$ cat src/rtl/atr_pkg.sv
`default_nettype none
package atr_pkg;

  typedef enum logic [3:0] {
    ST_IDLE,
    ST_LOGH,
    ST_LOGL,
    ST_LOGP,
    ST_TERM,
    ST_LN,
    ST_RDOLD,
    ST_SUM,
    ST_DIV,
    ST_OUT
  } state_t;

  localparam logic CFG_USE_LOG = 1'b0;
  localparam logic CFG_WINDOW = 1'b1;

  // Operand selects for the log unit.
  localparam logic [1:0] LOG_SEL_HIGH = 2'd0;
  localparam logic [1:0] LOG_SEL_LOW = 2'd1;
  localparam logic [1:0] LOG_SEL_CLOSE = 2'd2;

  localparam logic [31:0] LN2_Q32 = 32'hB17217F8;

  // Commands from the controller to the datapath.
  typedef struct packed {
    logic load;        // capture the input bar
    logic log_start;   // start the log unit
    logic [1:0] log_sel; // high, low or previous close
    logic form_term;   // compute the true-range term
    logic ln_mul;      // scale the log2 term to ln
    logic rd_old;      // read the oldest ring entry
    logic update;      // update the sum and ring
    logic div_start;   // start the divider
    logic finish;      // form the result
    logic clear;       // clear the window
  } cmd_t;

  typedef struct packed {
    logic log_done;
    logic div_done;
    logic zero_window;
    logic need_pc;
    logic log_mode;
    logic error;
    logic full_after;  // window will be full after this term
  } status_t;

endpackage
`default_nettype wire

$ cat src/rtl/atr_ctrl.sv
`default_nettype none
module atr_ctrl (
  input  wire logic             clk,
  input  wire logic             rst,
  input  wire logic             in_fire,
  input  wire logic             out_fire,
  input  wire atr_pkg::status_t st,
  output atr_pkg::cmd_t         cmd,
  output logic                  busy,
  output logic                  out_valid
);

  atr_pkg::state_t state, state_next;

  always_ff @(posedge clk) begin
    if (rst) begin
      state <= atr_pkg::ST_IDLE;
    end else begin
      state <= state_next;
    end
  end

  always_comb begin
    state_next = state;
    cmd = '0;
    busy = 1'b1;
    out_valid = 1'b0;
    unique case (state)
      atr_pkg::ST_IDLE: begin
        busy = 1'b0;
        if (in_fire) begin
          cmd.load = 1'b1;
          state_next = atr_pkg::ST_LOGH;
        end
      end
      atr_pkg::ST_LOGH: begin
        if (st.log_mode && !st.error) begin
          cmd.log_start = 1'b1;
          cmd.log_sel = atr_pkg::LOG_SEL_HIGH;
          state_next = atr_pkg::ST_LOGL;
        end else begin
          state_next = atr_pkg::ST_TERM;
        end
      end
      atr_pkg::ST_LOGL: begin
        if (st.log_done) begin
          cmd.log_start = 1'b1;
          cmd.log_sel = atr_pkg::LOG_SEL_LOW;
          state_next = atr_pkg::ST_LOGP;
        end
      end
      atr_pkg::ST_LOGP: begin
        if (st.log_done) begin
          if (st.need_pc) begin
            cmd.log_start = 1'b1;
            cmd.log_sel = atr_pkg::LOG_SEL_CLOSE;
          end
          state_next = atr_pkg::ST_TERM;
        end
      end
      atr_pkg::ST_TERM: begin
        if (st.log_done) begin
          cmd.form_term = 1'b1;
          state_next = atr_pkg::ST_LN;
        end
      end
      atr_pkg::ST_LN: begin
        cmd.ln_mul = 1'b1;
        state_next = atr_pkg::ST_RDOLD;
      end
      atr_pkg::ST_RDOLD: begin
        cmd.rd_old = 1'b1;
        state_next = atr_pkg::ST_SUM;
      end
      atr_pkg::ST_SUM: begin
        cmd.update = 1'b1;
        if (!st.zero_window && st.need_pc && !st.error && st.full_after) begin
          cmd.div_start = 1'b1;
          state_next = atr_pkg::ST_DIV;
        end else begin
          state_next = atr_pkg::ST_OUT;
          cmd.finish = 1'b1;
        end
      end
      atr_pkg::ST_DIV: begin
        if (st.div_done) begin
          cmd.finish = 1'b1;
          state_next = atr_pkg::ST_OUT;
        end
      end
      atr_pkg::ST_OUT: begin
        out_valid = 1'b1;
        if (out_fire) state_next = atr_pkg::ST_IDLE;
      end
      default: state_next = atr_pkg::ST_IDLE;
    endcase
  end

endmodule
`default_nettype wire

$ cat config.mk
export PLATFORM = sky130hd
export DESIGN_NAME = atr_ctrl
export DESIGN_NICKNAME = d
export VERILOG_FILES = /design/src/rtl/atr_pkg.sv /design/src/rtl/atr_ctrl.sv
export SDC_FILE = /design/constraint.sdc
export NUM_CORES = 1
export LEC_CHECK = 0
export BUFFER_PORTS_ARGS = -buffer_cell sky130_fd_sc_hd__buf_2
export CORE_AREA = 5 5 42 44
export DETAILED_ROUTE_END_ITERATION = 6
export DIE_AREA = 0 0 47 49
export GPL_ROUTABILITY_DRIVEN = 0
export GPL_TIMING_DRIVEN = 0
export PLACE_DENSITY_LB_ADDON = 0.12
export REMOVE_ABC_BUFFERS = 1
export SLEW_MARGIN = 5
export SYNTH_ARGS = -nofsm -noshare
export SYNTH_HDL_FRONTEND = slang
export SYNTH_SLANG_ARGS = --single-unit
$ cat constraint.sdc
create_clock -name clk -period 1.1 [get_ports clk]
set_input_delay 0.11 -clock clk [delete_from_list [all_inputs] [get_ports clk]]
set_output_delay 0.11 -clock clk [all_outputs]
set_load 0.02 [all_outputs]
---- Yosys cells after proc, flatten, opt, wreduce, memory -nomap -nowiden ----
Cells that the tools add are included.
Widths: inputs -> output; s select.
operators by class
  $mul .................................... 0
  mux-type cells .......................... 27
  magnitude comparators ................... 0
  reduce and logical (&&, ||, !) cells .... 8
  divide/modulo/power cells ............... 0
  add/sub/neg operators ................... 0
  shifts and indexed selects .............. 0
  bitwise gates (word level) .............. 0
  equality and inequality tests ........... 15
operator list
  kind                number
  $pmux 4 s10         1
  $mux 4              6
  $eq 4x3->1 const B  4
  $mux 3              5
  $mux 1              12
  $ne 2x2->1 const B  6
  $pmux 3 s3          1
  $eq 4x2->1 const B  2
  $eq 4x4->1 const B  2
  $reduce_and 6->1    1
  $eq 4x1->1 const B  1
  $logic_and 1x1->1   4
  $logic_not 4->1     1
  $logic_not 1->1     2
  $mux 2              1
  $pmux 1 s2          1
word-level totals
  output and inout port bits .............. 13
  memories kept ........................... 0
  memory bits (read-only) ................. 0
  register bits ........................... 4
  input bits .............................. 11
  logic and storage cells ................. 51
  latch bits .............................. 0
  bits in writable memories ............... 0

---- Depth between registers and ports, before layout ----
Gate-level depths: netlist of run 1.
  depth after elaboration ................. 6
  mapped depth ............................ 5
  depth with buffers taken out ............ 4

---- Worst setup path after synthesis of run 1 ----
OpenSTA, ideal clock, no wires.
  path type ............................... register to output
  from .................................... register state[1]
  to ...................................... output cmd[7] (netlist bit)
  cell stages (with the launch flop) ...... 4
  buffers on the path ..................... 1
  data arrival time ....................... 1.184 ns
  slack ................................... -0.194 ns
  data required time ...................... 0.990 ns
  cells stage by stage .................... dfxtp_1 buf_4 nand2_1 nor4_1
RTL lines
  what                    line            RTL
  from (decl)             atr_ctrl.sv:13  atr_pkg::state_t state, state_next;
  from (signal assigned)  atr_ctrl.sv:17  state <= atr_pkg::ST_IDLE;
  from (signal assigned)  atr_ctrl.sv:19  state <= state_next;
  to (decl)               atr_ctrl.sv:8   output atr_pkg::cmd_t cmd,

==> results.md, run 1 <==
- The flow ran to the end, but the final reports show violations.
- The checks that failed: setup timing.
- The via count is 590.
- The maximum ir drop on the vdd rail is 929 uV.
- The tree is rooted in a clkbuf_4.
- The die covers 0.00230 sq mm.
- The number of setup violations in the final report is 13.
- Of the post-synthesis cell area, the dominant cell type holds 0.181.
- met2 is the most crowded layer.
- After floorplanning, the core was sized to cover 0.00140 sq mm.
- Entering global routing, the biggest net connects 12 pins.
- The largest registers in the layout are state: 4 flops.
- The remaining routing DRC violations is 0.
- The met2 track demand over resource is 0.219.
- The cell count after synthesis is 63.
- The count of antenna-violating nets left after detailed routing is 0.
- No sink is reached through more buffers than the 2 on the longest clock path.
- After detailed routing, the number of vias per cell comes to 5.18.
- In this run the worst path has a maximum fanout of 8.
- In this run, distinct cell masters in the synthesized netlist total 31.
- The final total negative setup slack is -2.09 ns.
- The detailed-router iteration count before antenna repair is 4.
- The register bit total from synthesis is 4.
- The initial antenna violation count is 0.
- The post-synthesis instance area is 442 sq um.
- In the global route stage, met1 resource usage came out at 0.150.
- Dividing the final minimum period by the clock period gives 1.21.
- The filler cell count in the final layout is 108.
- During synthesis, Yosys emitted a total of 0 warnings.
- The initialized floorplan defines 14 standard-cell rows.
- The critical path required time is 0.99 ns.
- The tightest min-delay check is of the in2reg type.
- The clock insertion delay at the later pin of the skew report is 0.23 ns.
- The die span in x is 47 um.
- The HPWL after detailed placement is 858 um.
- The final non-filler cell total is 114.
- The number of maximum-capacitance constraint violations is 0.
- In the post-route analysis, the smallest setup slack over all paths is -0.227 ns.
- The overall routed net length is 1590 um.
- TritonCTS built the clock tree.
- The number of antenna diodes in the final layout is 0.
- Once placement completed, the tool counted placed cells totaling 96.
- The vertical die dimension is 49 um.
- The sink count of the clock tree is 4.
- Setup repair after global routing could not meet its margin everywhere.
- The share of synthesized area occupied by flip-flops and latches is 0.181.
- 24 I/O pins were placed.
- Based on the critical path, the design can be clocked at up to 0.754 GHz.
- For this run, the post-layout net count is 111.
- In the post-synthesis netlist, the biggest area contributors are dfxtp_1 18%, a21oi_1 6.8%, buf_4 6.8%.
- From synthesis to final layout, the design area changed by 99.7%.
- The number of buffers created by CTS is 3.
- STA classifies the critical path startpoint as a flip-flop.
- The final core utilization is 0.629.
- The first routing iteration left 8 violations.
- The max-slew violation total from the final report is 0.
- STA classifies the critical path endpoint as an output port.
- The routing usage on met3 is 0.0295.
- The signal arrival time at the worst endpoint is 1.22 ns.
- The global routing usage summed across all routing layers is 0.134.
- The number of levels in the clock H-tree is 1.
- The power per cell area is 1420 mW/mm^2.
- The number of global-route vias before repair is 574.
- The starting utilization of the core area is 0.315.
- The synthesized design spends more area on one cell type than any other, namely dfxtp_1.
- The first global-routing pass estimated 2320 um of wire.
- The register with the most flip-flops in the layout has 4 of them.
- The register with the highest flop count is state.
- After clock tree synthesis, the clock-pin slew on the worst setup and hold paths is 0.04 ns.
- The number of endpoints with negative hold slack in the final report is 0.
- The global-route congestion overflow total is 0.
- The detail-routed net length per standard cell is 13.9 um.
- In the final layout, the share of cells above drive strength 1 is 0.684.
- On the final layout, the worst clock skew is 0.000251 ns.
- The count of buffers added on input and output ports is 22.
- The worst setup slack after placement is -0.331 ns.
- The analysis attributes to cell leakage a power of 0.396 nW.
- The routed design could run at a clock period as short as 1.33 ns.
- The category of the critical setup timing path is reg2out.
- The mean instance size in the synthesized netlist is 7.01 sq um.
## placed cells by master, fill, tap and decap left out, types with 2 or more instances in the layout
cell type / count
and3_1: 2
buf_4: 18
nor2_1: 4
clkbuf_4: 3
buf_2: 10
buf_6: 8
dfxtp_4: 4
nor3_2: 2
a21oi_1: 2
a21oi_2: 4
nand2_1: 5
nor2_4: 2
nor2b_1: 3
## worst max-delay path: stages, from the launching register on
cell     delay, ns
dfxtp_4       0.40
and2b_2       0.23
nand3_4       0.09
nor2b_1       0.12
buf_4         0.15
## report_power, final
group | switching (W) | internal (W) | total (W)
clock | 0.0000564 | 0.000122 | 0.000178
sequential | 0.0000941 | 0.000187 | 0.000281
combinational | 0.000373 | 0.000422 | 0.000795
total | 0.000523 | 0.000731 | 0.00125
## metrics by stage
step / total power [W] / area (sq um) / hold slack, ns
finish: 0.00125 / 882 / 0.114
global route: 0.00134 / 882 / 0.113
detailed placement: 0.000656 / 531 / 0.345
global placement: 0.000663 / 531 / 0.343
CTS: 0.00104 / 747 / 0.0878
floorplan: 0.000528 / 400 / 0.179
## cells in the mapped netlist, drive strengths merged
cell,instances
inv,2
and2,1
a21o,1
nor4,1
nor3,2
conb,1
buf,5
nand2b,2
a32o,1
nor2b,4
or3b,1
nand3,2
a211oi,1
o22ai,3
nand2,7
o221ai,1
o21ai,3
and2b,2
nor2,6
a21oi,6
nor4b,1
or3,1
nor3b,2
dfxtp,4
a22oi,1
and3,2
## cell families after synthesis
family / Yosys count / synth area share
simple gates: 34 / 0.462
compound gates: 17 / 0.238
flops: 4 / 0.181
buf+inv: 7 / 0.110
other cells: 1 / 0.00849
## metal layers
layer | up-vias | wire length, um
li1 | 293 | -
met1 | 273 | 649
met2 | 20 | 802
met3 | 4 | 101
met4 | 0 | 37
met5 | - | 0
## area by class of cell
type                       count  area (sq um)  share of cell area
multi-input combinational     52           442               0.501
timing repair buffer          37           295               0.335
sequential                     4          95.1               0.108
inverter                       2          7.51             0.00851
tap                           16          20.0              0.0227
clock buffer                   3          22.5              0.0255
## repair_timing
action / in CTS / in global routing
setup endpoints to repair: 16 / 16
cloned: 0 / 0
buffers inserted: 11 / 4
hold buffers: 0 / 0
gates resized for setup: 29 / 27
pin swaps: 2 / 6
## final timing paths
check / slack, ns / cells after the start / endpoint / from
hold reg to reg: 0.57 / 2 / state[1] / state[1]
setup / recovery: -0.23 / 4 / cmd[2] / state[2]
hold / removal: 0.11 / 2 / state[3] / rst
setup reg to reg: -0.18 / 3 / state[0] / state[1]
Power figures use the tool's default switching activity.
==> run 2: changes to the inputs <==
ABC_AREA = 1   (was default)
==> run 2 against run 1 <==
Clock power is 2% lower; synthesized cell count rose by 30%; non-clock buffer count shrank 9; die area did not move; the flow still finishes with violations (setup timing); final area decreased by 11%.
==> results.md, run 2 <==
- The global-route congestion overflow total is 0 (unchanged).
- The worst-case clock buffer depth was 2 (unchanged).
- The global routing usage summed across all routing layers was 0.127 (-0.00714).
- The via count is 590 (unchanged).
- The flow ran to the end, but the final reports show violations.
- The internal reg-to-reg setup slack came to -0.26 ns (-0.08 ns).
- The die area was 0.00230 sq mm (unchanged).
- In this run the critical register-to-register path is launched from state[2].
- The max-slew violation total from the final report came to 0 (unchanged).
- The global-route wire length before repair is 2160 um (-6.9%).
- The number of maximum-capacitance constraint violations is 0 (unchanged).
- The mean instance size in the synthesized netlist is 5.89 sq um (-16%).
- The overall routed net length is 1350 um (-15%).
- The startpoint of the lowest-slack hold path is rst.
- The number of nets in the layout is 124 (+12%).
- The maximum ir drop on the vdd rail came to 1220 uV (+31%).
- The endpoint of the lowest-slack register-to-register path is state[0].
- The post-detailed-route via-to-cell ratio is 4.65 (-10%).
- The signal arrival time at the worst endpoint is 1.25 ns (+0.03 ns).
- The detailed-router iteration count before antenna repair is 4 (unchanged).
- The starting utilization of the core area was 0.345 (+0.0295).
- The most used flip-flop cell after synthesis is dfxtp_1.
- The root buffer cell is clkbuf_4.
- The number of buffer and inverter stages on the critical path is 1 (unchanged).
- The number of cells on the worst reg-to-reg path came to 7 (+4).
- The power per cell area is 2220 mW/mm^2 (+56%).
- The share of power burned in the clock network was 0.099 (-0.043).
- The largest net degree at the start of global routing is 9 (-3).
- The count of antenna-violating nets left after detailed routing was 0 (unchanged).
- The register bit total from synthesis came to 4 (unchanged).
- The worst setup slack after placement is -0.185 ns (+0.146 ns).
- The area share of the largest cell type after synthesis is 0.166 (-0.0155).
- The share of post-route cells with drive strength above 1 was 0.568 (-0.116).
- The number of endpoints with negative hold slack in the final report came to 0 (unchanged).
- The number of buffers created by CTS was 3 (unchanged).
- The TritonCTS clock tree is built.
- The proportion of power drawn by combinational gates was 0.699 (+0.065).
- The dominant cell by count in the synthesized netlist is nand2_1.
- The unique cell type count in the Yosys netlist is 19 (-39%).
- The number of antenna cells inserted is 0 (unchanged).
- The post-route worst setup slack is -0.255 ns (-0.0282 ns).
- The signal on the critical path passes through nor2_4, nand3_2, o221ai_2, buf_4.
- The post-synthesis to final-layout area growth is 63.2%.
- The register with the highest flop count is state.
- The post-synthesis instance area came to 483 sq um (+9.3%).
- The part of the cycle the worst path needs came to 1.23 (+0.0256).
- The iteration-0 DRC count of the detailed router is 6 (-2).
- The HPWL after detailed placement was 993 um (+16%).
- The category of the critical setup timing path is reg2out.
- The top cell family by delay on the critical path is flip-flops.
- By count the netlist is led by 16 x nand2_1, 15 x nor2_1, 10 x nand3_1, 7 x inv_1, 5 x a21oi_1.
- The number of enable flip-flop cells after synthesis came to 0 (unchanged).
- The largest registers in the layout are state: 4 flops.
- The cell count after synthesis is 82 (+30%).
- The number of setup violations in the final report is 16 (+3).
- The highest net fanout along the worst path came to 6 (-2).
- The quantity of hold-fixing buffers added after cts is 0 (unchanged).
- The library cell with the largest summed area after synthesis is dfxtp_1.
- The worst clock skew is 0.00131 ns (+0.00106 ns).
- The delay of the slowest cell on the worst path was 0.36 ns (-0.04 ns).
- The endpoint of the worst hold-timing path is state[1].
- The net switching component of the power came to 0.000896 W (+71%).
- The largest individual stage delay along the critical path comes from the cell dfxtp_4.
- Yosys attributes the largest share of cell area to dfxtp_1 17%, nand2_1 12%, nor2_1 12%.
- The number of levels in the clock H-tree is 1 (unchanged).
- The type of the worst min-delay path is in2reg.
- The share of synthesized area occupied by flip-flops and latches is 0.166 (-0.0155).
- The remaining routing DRC violations is 0 (unchanged).
- The sink count of the clock tree is 4 (unchanged).
- The clock insertion delay at the later pin of the skew report was 0.23 ns (about the same).
- The detail-routed net length per standard cell is 10.6 um (-24%).
- The boundary pin count is 24 (unchanged).
- Setup repair after global routing could not meet its margin everywhere.
- The internal power contribution is 0.000857 W (+17%).
- The vertical die dimension is 49 um (unchanged).
- The total power consumption of the routed design is 0.00175 W (+40%).
- The count of buffers from port buffering came to 22 (unchanged).
- The sequential group share of total power is 0.202 (-0.022).
- The maximum clock rate was 0.738 GHz (-2.1%).
- The flip-flop count of the largest register, all copies and words added came to 4 (unchanged).
- The share of flip-flops with an asynchronous set or reset was 0 (unchanged).
- The number of global-route vias before repair is 546 (-4.9%).
- The number of placement rows is 14 (unchanged).
- The final reports fail on setup timing.
- The critical path required time is 0.99 ns (about the same).
- Leaving out fill and tap cells, the most frequent cell in the layout is nand2_1.
- The critical path launch point type is a flip-flop.
- The count of yosys warnings during synthesis is 0 (unchanged).
- The switching share of power is 0.511 (+0.0938).
- The hold path depth is 4 (+2).
- STA classifies the critical path endpoint as an output port.
- The final critical-path required period is 1.36 ns (+0.0282 ns).
- The initial antenna violation count is 0 (unchanged).
- The area of the core region was 0.00140 sq mm (unchanged).
- In the layout the commonest cells are 15 x nand2_1, 13 x nor2_1, 13 x buf_2.
- The post-CTS clock slew at the launch and capture registers of the worst setup and hold paths is 0.04 ns (about the same).
- The die span in x is 47 um (unchanged).
- The leakage power figure was 0.405 nW (+2.3%).
[run 2: cell count changes after synthesis, sizes merged, moves of 2 or more]
| cell | change |
|---|---|
| o21ai | -2 |
| nand2b | -2 |
| nor3b | -2 |
| nand2 | +14 |
| o22ai | -3 |
| inv | +7 |
| nand3 | +11 |
| nor2b | -4 |
| nor2 | +16 |
| and3 | -2 |
| buf | -3 |
| and2b | -2 |
[run 2: worst register-to-register path: stages, from the launching register on]
cell     delay, ns
dfxtp_4       0.36
nor2_4        0.20
nand3_2       0.13
buf_4         0.16
nand3_2       0.08
nand2_4       0.10
a21oi_1       0.16
nor2_1        0.05
[run 2: final cells by class]
class,instances,area (sq um)
Sequential cell,4,95.1
Clock buffer,3,22.5
Fill cell,140,613
Timing Repair Buffer,28,189
Inverter,9,33.8
Multi-Input combinational cell,67,428
Tap cell,16,20.0
[run 2: cells by family (layout without fill, tap and decap cells)]
logic type	after synthesis	count (layout)	synth area share
flip-flops	4	4	0.166
other	1	1	0.00776
AND/OR/NAND/NOR	59	59	0.650
buffers and inverters	11	40	0.0959
AO/OA/AOI/OAI	7	7	0.0803
[run 2: power groups by stage]
stage	Clock [W]	Combinational, W	Sequential, W
after floorplan	0	0.000715	0.000297
final	0.000174	0.00123	0.000354
after global placement	0	0.000895	0.000320
after global routing	0.000203	0.00136	0.000367
after CTS	0.000188	0.00107	0.000328
after detailed placement	0	0.000903	0.000317
[run 2: per-stage QoR]
step,utilization,setup TNS [ns],hold slack [ns],std cells,cell area [sq um]
6_report,0.563,-2.82,0.145,127,788
2_1_floorplan,-,-0.654,0.289,80,470
3_3_place_gp,0.429,-1.04,0.397,118,601
3_5_place_dp,0.429,-1.04,0.396,118,601
5_1_grt,0.563,-4.22,0.149,127,788
4_1_cts,0.514,-2.40,0.139,124,721
[run 2: routing by layer]
| metal | GRT usage | routed length (um) | vias to the layer above |
|---|---|---|---|
| met5 | 0 | 0 | - |
| li1 | - | - | 320 |
| met3 | 0.0221 | 70 | 6 |
| met2 | 0.213 | 680 | 14 |
| met1 | 0.143 | 541 | 250 |
| met4 | 0.0691 | 58 | 0 |
[run 2: worst max-delay path by stage]
| stage | slack (ns) | to | from | depth (start not counted) |
|---|---|---|---|---|
| finish | -0.26 | cmd[9] | state[2] | 4 |
| global route | -0.34 | cmd[9] | state[2] | 4 |
| CTS | -0.26 | cmd[9] | state[2] | 4 |
| detailed placement | -0.18 | state[1] | state[2] | 6 |
| global placement | -0.19 | state[3] | state[1] | 7 |
| floorplan | -0.12 | cmd[2] | state[1] | 2 |
[run 2: repair_timing]
item | 4_1_cts | 5_1_grt
endpoints found under the setup margin | 16 | 16
buffers inserted | 3 | 3
pin swaps | 7 | 5
gates resized for setup | 24 | 11
==> run 3: changes to the inputs <==
ABC_AREA = default   (was 1)
SKIP_CTS_REPAIR_TIMING = 1   (was default)
==> run 3 against run 2 <==
First-iteration DRC count increased by 50%; largest cell class unchanged; non-clock buffer count is 9 higher; via count increased by 0.85%; count of clock-buffer cells in the layout unchanged; critical path depth rose by 1; largest power group unchanged; clock skew is 0.00069 ns lower; routed wire length grew 20%; the run still ends with setup timing left.
==> results.md, run 3 (synthesis gave the netlist of run 1 again) <==
- The run finished, with violations left.
- The checks that failed: setup timing.
- The number of setup violations in the final report is 13 (-3).
- In the layout the commonest cells are 15 x buf_4, 12 x buf_2, 8 x buf_6.
- The final total negative setup slack was -2.66 ns (+0.158 ns).
- The HPWL after detailed placement is 858 um (-14%).
- The number of endpoints with negative hold slack in the final report came to 0 (unchanged).
- The critical path required time is 0.99 ns (about the same).
- STA classifies the critical path endpoint as an output port.
- The post-CTS clock slew at the launch and capture registers of the worst setup and hold paths is 0.04 ns (about the same).
- The maximum clock rate is 0.722 GHz (-2.2%).
- The die area is 0.00230 sq mm (unchanged).
- The highest net fanout along the worst path is 6 (unchanged).
- The signal on the critical path passes through buf_6, nor2_4, nand2_1, o22ai_2, buf_6.
- The top cell family by delay on the critical path is flip-flops.
- The critical-path cell with the highest stage delay is dfxtp_4.
- Among the stages of the critical path, the cell type that occurs most often is buf_6.
- The type of the worst min-delay path is in2reg.
- The final core utilization came to 0.592 (+0.0295).
- The signal arrival time at the worst endpoint came to 1.28 ns (+0.03 ns).
- The part of the cycle the worst path needs came to 1.26 (+0.0280).
- The iteration-0 DRC count of the detailed router is 9 (+3).
- The summed area of non-filler cells in the final layout is 830 sq um (+5.2%).
- The cell area after placement was 531 sq um (-12%).
- The number of levels in the clock H-tree was 1 (unchanged).
- The vertical die dimension was 49 um (unchanged).
- The detail-routed net length per standard cell came to 14.3 um (+34%).
- The largest net degree at the start of global routing is 15 (+6).
- The flip-flop count of the largest register, all copies and words added was 4 (unchanged).
- The global routing usage summed across all routing layers is 0.101 (-0.0254).
- The number of nets in the layout is 111 (-10%).
- The worst clock skew is 0.000624 ns (-0.000689 ns).
- The TritonCTS clock tree is built.
- The root buffer cell is clkbuf_4.
- The number of buffers created by CTS is 3 (unchanged).
- The boundary pin count is 24 (unchanged).
- The leakage power figure is 0.394 nW (-2.7%).
- The number of global-route vias before repair is 393 (-28%).
- The sink count of the clock tree is 4 (unchanged).
- The number of buffer and inverter stages on the critical path is 2 (+1).
- The remaining routing DRC violations was 0 (unchanged).
- The number of antenna cells inserted came to 0 (unchanged).
- The area growth from synthesis to layout is 87.8%.
- The global-route congestion overflow total was 0 (unchanged).
- The detailed-router iteration count before antenna repair is 4 (unchanged).
- The initial antenna violation count was 0 (unchanged).
- The clock insertion delay at the later pin of the skew report is 0.23 ns (about the same).
- The total power consumption of the routed design is 0.00120 W (-31%).
- The count of buffers from port buffering is 22 (unchanged).
- The max-slew violation total from the final report is 0 (unchanged).
- The category of the critical setup timing path is reg2out.
- STA classifies the critical path startpoint as a flip-flop.
- The post-route worst setup slack is -0.286 ns (-0.0308 ns).
- The post-detailed-route via-to-cell ratio is 5.22 (+12%).
- The area of the core region is 0.00140 sq mm (unchanged).
- The number of placement rows is 14 (unchanged).
- The power per cell area is 1450 mW/mm^2 (-35%).
- The starting utilization of the core area came to 0.315 (-0.0295).
- The delay of the slowest cell on the worst path is 0.36 ns (about the same).
- The tightest hold margin is 0.107 ns (-0.0374 ns).
- The via count is 595 (+0.85%).
- The register with the highest flop count is state.
- Setup repair after global routing could not meet its margin everywhere.
- The count of antenna-violating nets left after detailed routing is 0 (unchanged).
- The die span in x is 47 um (unchanged).
- The library cell used most frequently in the layout, excluding fill and tap cells, is buf_4.
- The overall routed net length is 1630 um (+20%).
- The number of maximum-capacitance constraint violations is 0 (unchanged).
- The share of post-route cells with drive strength above 1 is 0.653 (+0.0855).
- The maximum ir drop on the vdd rail is 758 uV (-38%).
- The worst-case clock buffer depth came to 2 (unchanged).
- The global-route wire length before repair is 1730 um (-20%).
- The filler cell count in the final layout is 130 (-7.1%).
- The final critical-path required period is 1.39 ns (+0.0308 ns).
- The largest registers in the layout are state: 4 flops.
run 3: changes by cell type in the layout (fill, tap and decap cells not counted), moves of 2 or more:
cell	before	now
nand3_2	5	0
inv_1	7	0
nand3_1	7	1
nor2b_1	0	3
buf_6	3	8
nor2_1	13	4
nor2_4	5	1
nor2_2	4	1
nand2_1	15	4
buf_4	12	15
and3_1	0	2
o22ai_2	0	2
run 3: area by class of cell:
type                       count  area [sq um]  share of cell area
inverter                       2          7.51             0.00905
sequential                     4          95.1               0.115
clock buffer                   3          22.5              0.0271
multi-input combinational     52           404               0.487
timing repair buffer          37           280               0.338
tap                           16          20.0              0.0241
run 3: metal layers:
metal / GRT usage / vias up / share of wire / wire length, um
met4: 0.0553 / 0 / 0.010 / 17
met1: 0.140 / 281 / 0.43 / 701
met5: 0 / - / 0 / 0
li1: - / 294 / - / -
met2: 0.138 / 18 / 0.50 / 807
met3: 0.0258 / 2 / 0.061 / 100
run 3: worst reg2reg max path, stage by stage (launching register included):
cell	delay, ns
dfxtp_4	0.38
buf_4	0.14
or3b_1	0.36
a21o_1	0.17
a32o_1	0.21
run 3: path summary, 6_finish.rpt:
| kind | start | end | slack (ns) | cells past startpoint |
|---|---|---|---|---|
| setup / recovery | state[1] | cmd[1] | -0.29 | 5 |
| hold / removal | rst | state[3] | 0.11 | 2 |
| setup reg to reg | state[1] | state[0] | -0.27 | 4 |
| hold reg to reg | state[1] | state[1] | 0.64 | 3 |
run 3: through the flow:
| step | setup slack (ns) | cells |
|---|---|---|
| after floorplan | -0.236 | 58 |
| after CTS | -0.559 | 99 |
| after global placement | -0.365 | 96 |
| after global routing | -0.339 | 114 |
| after detailed placement | -0.331 | 96 |
| final | -0.286 | 114 |
run 3: power by group:
| group | switching (W) | internal (W) |
|---|---|---|
| clock | 0.0000572 | 0.000122 |
| combinational | 0.000382 | 0.000397 |
| sequential | 0.0000596 | 0.000186 |
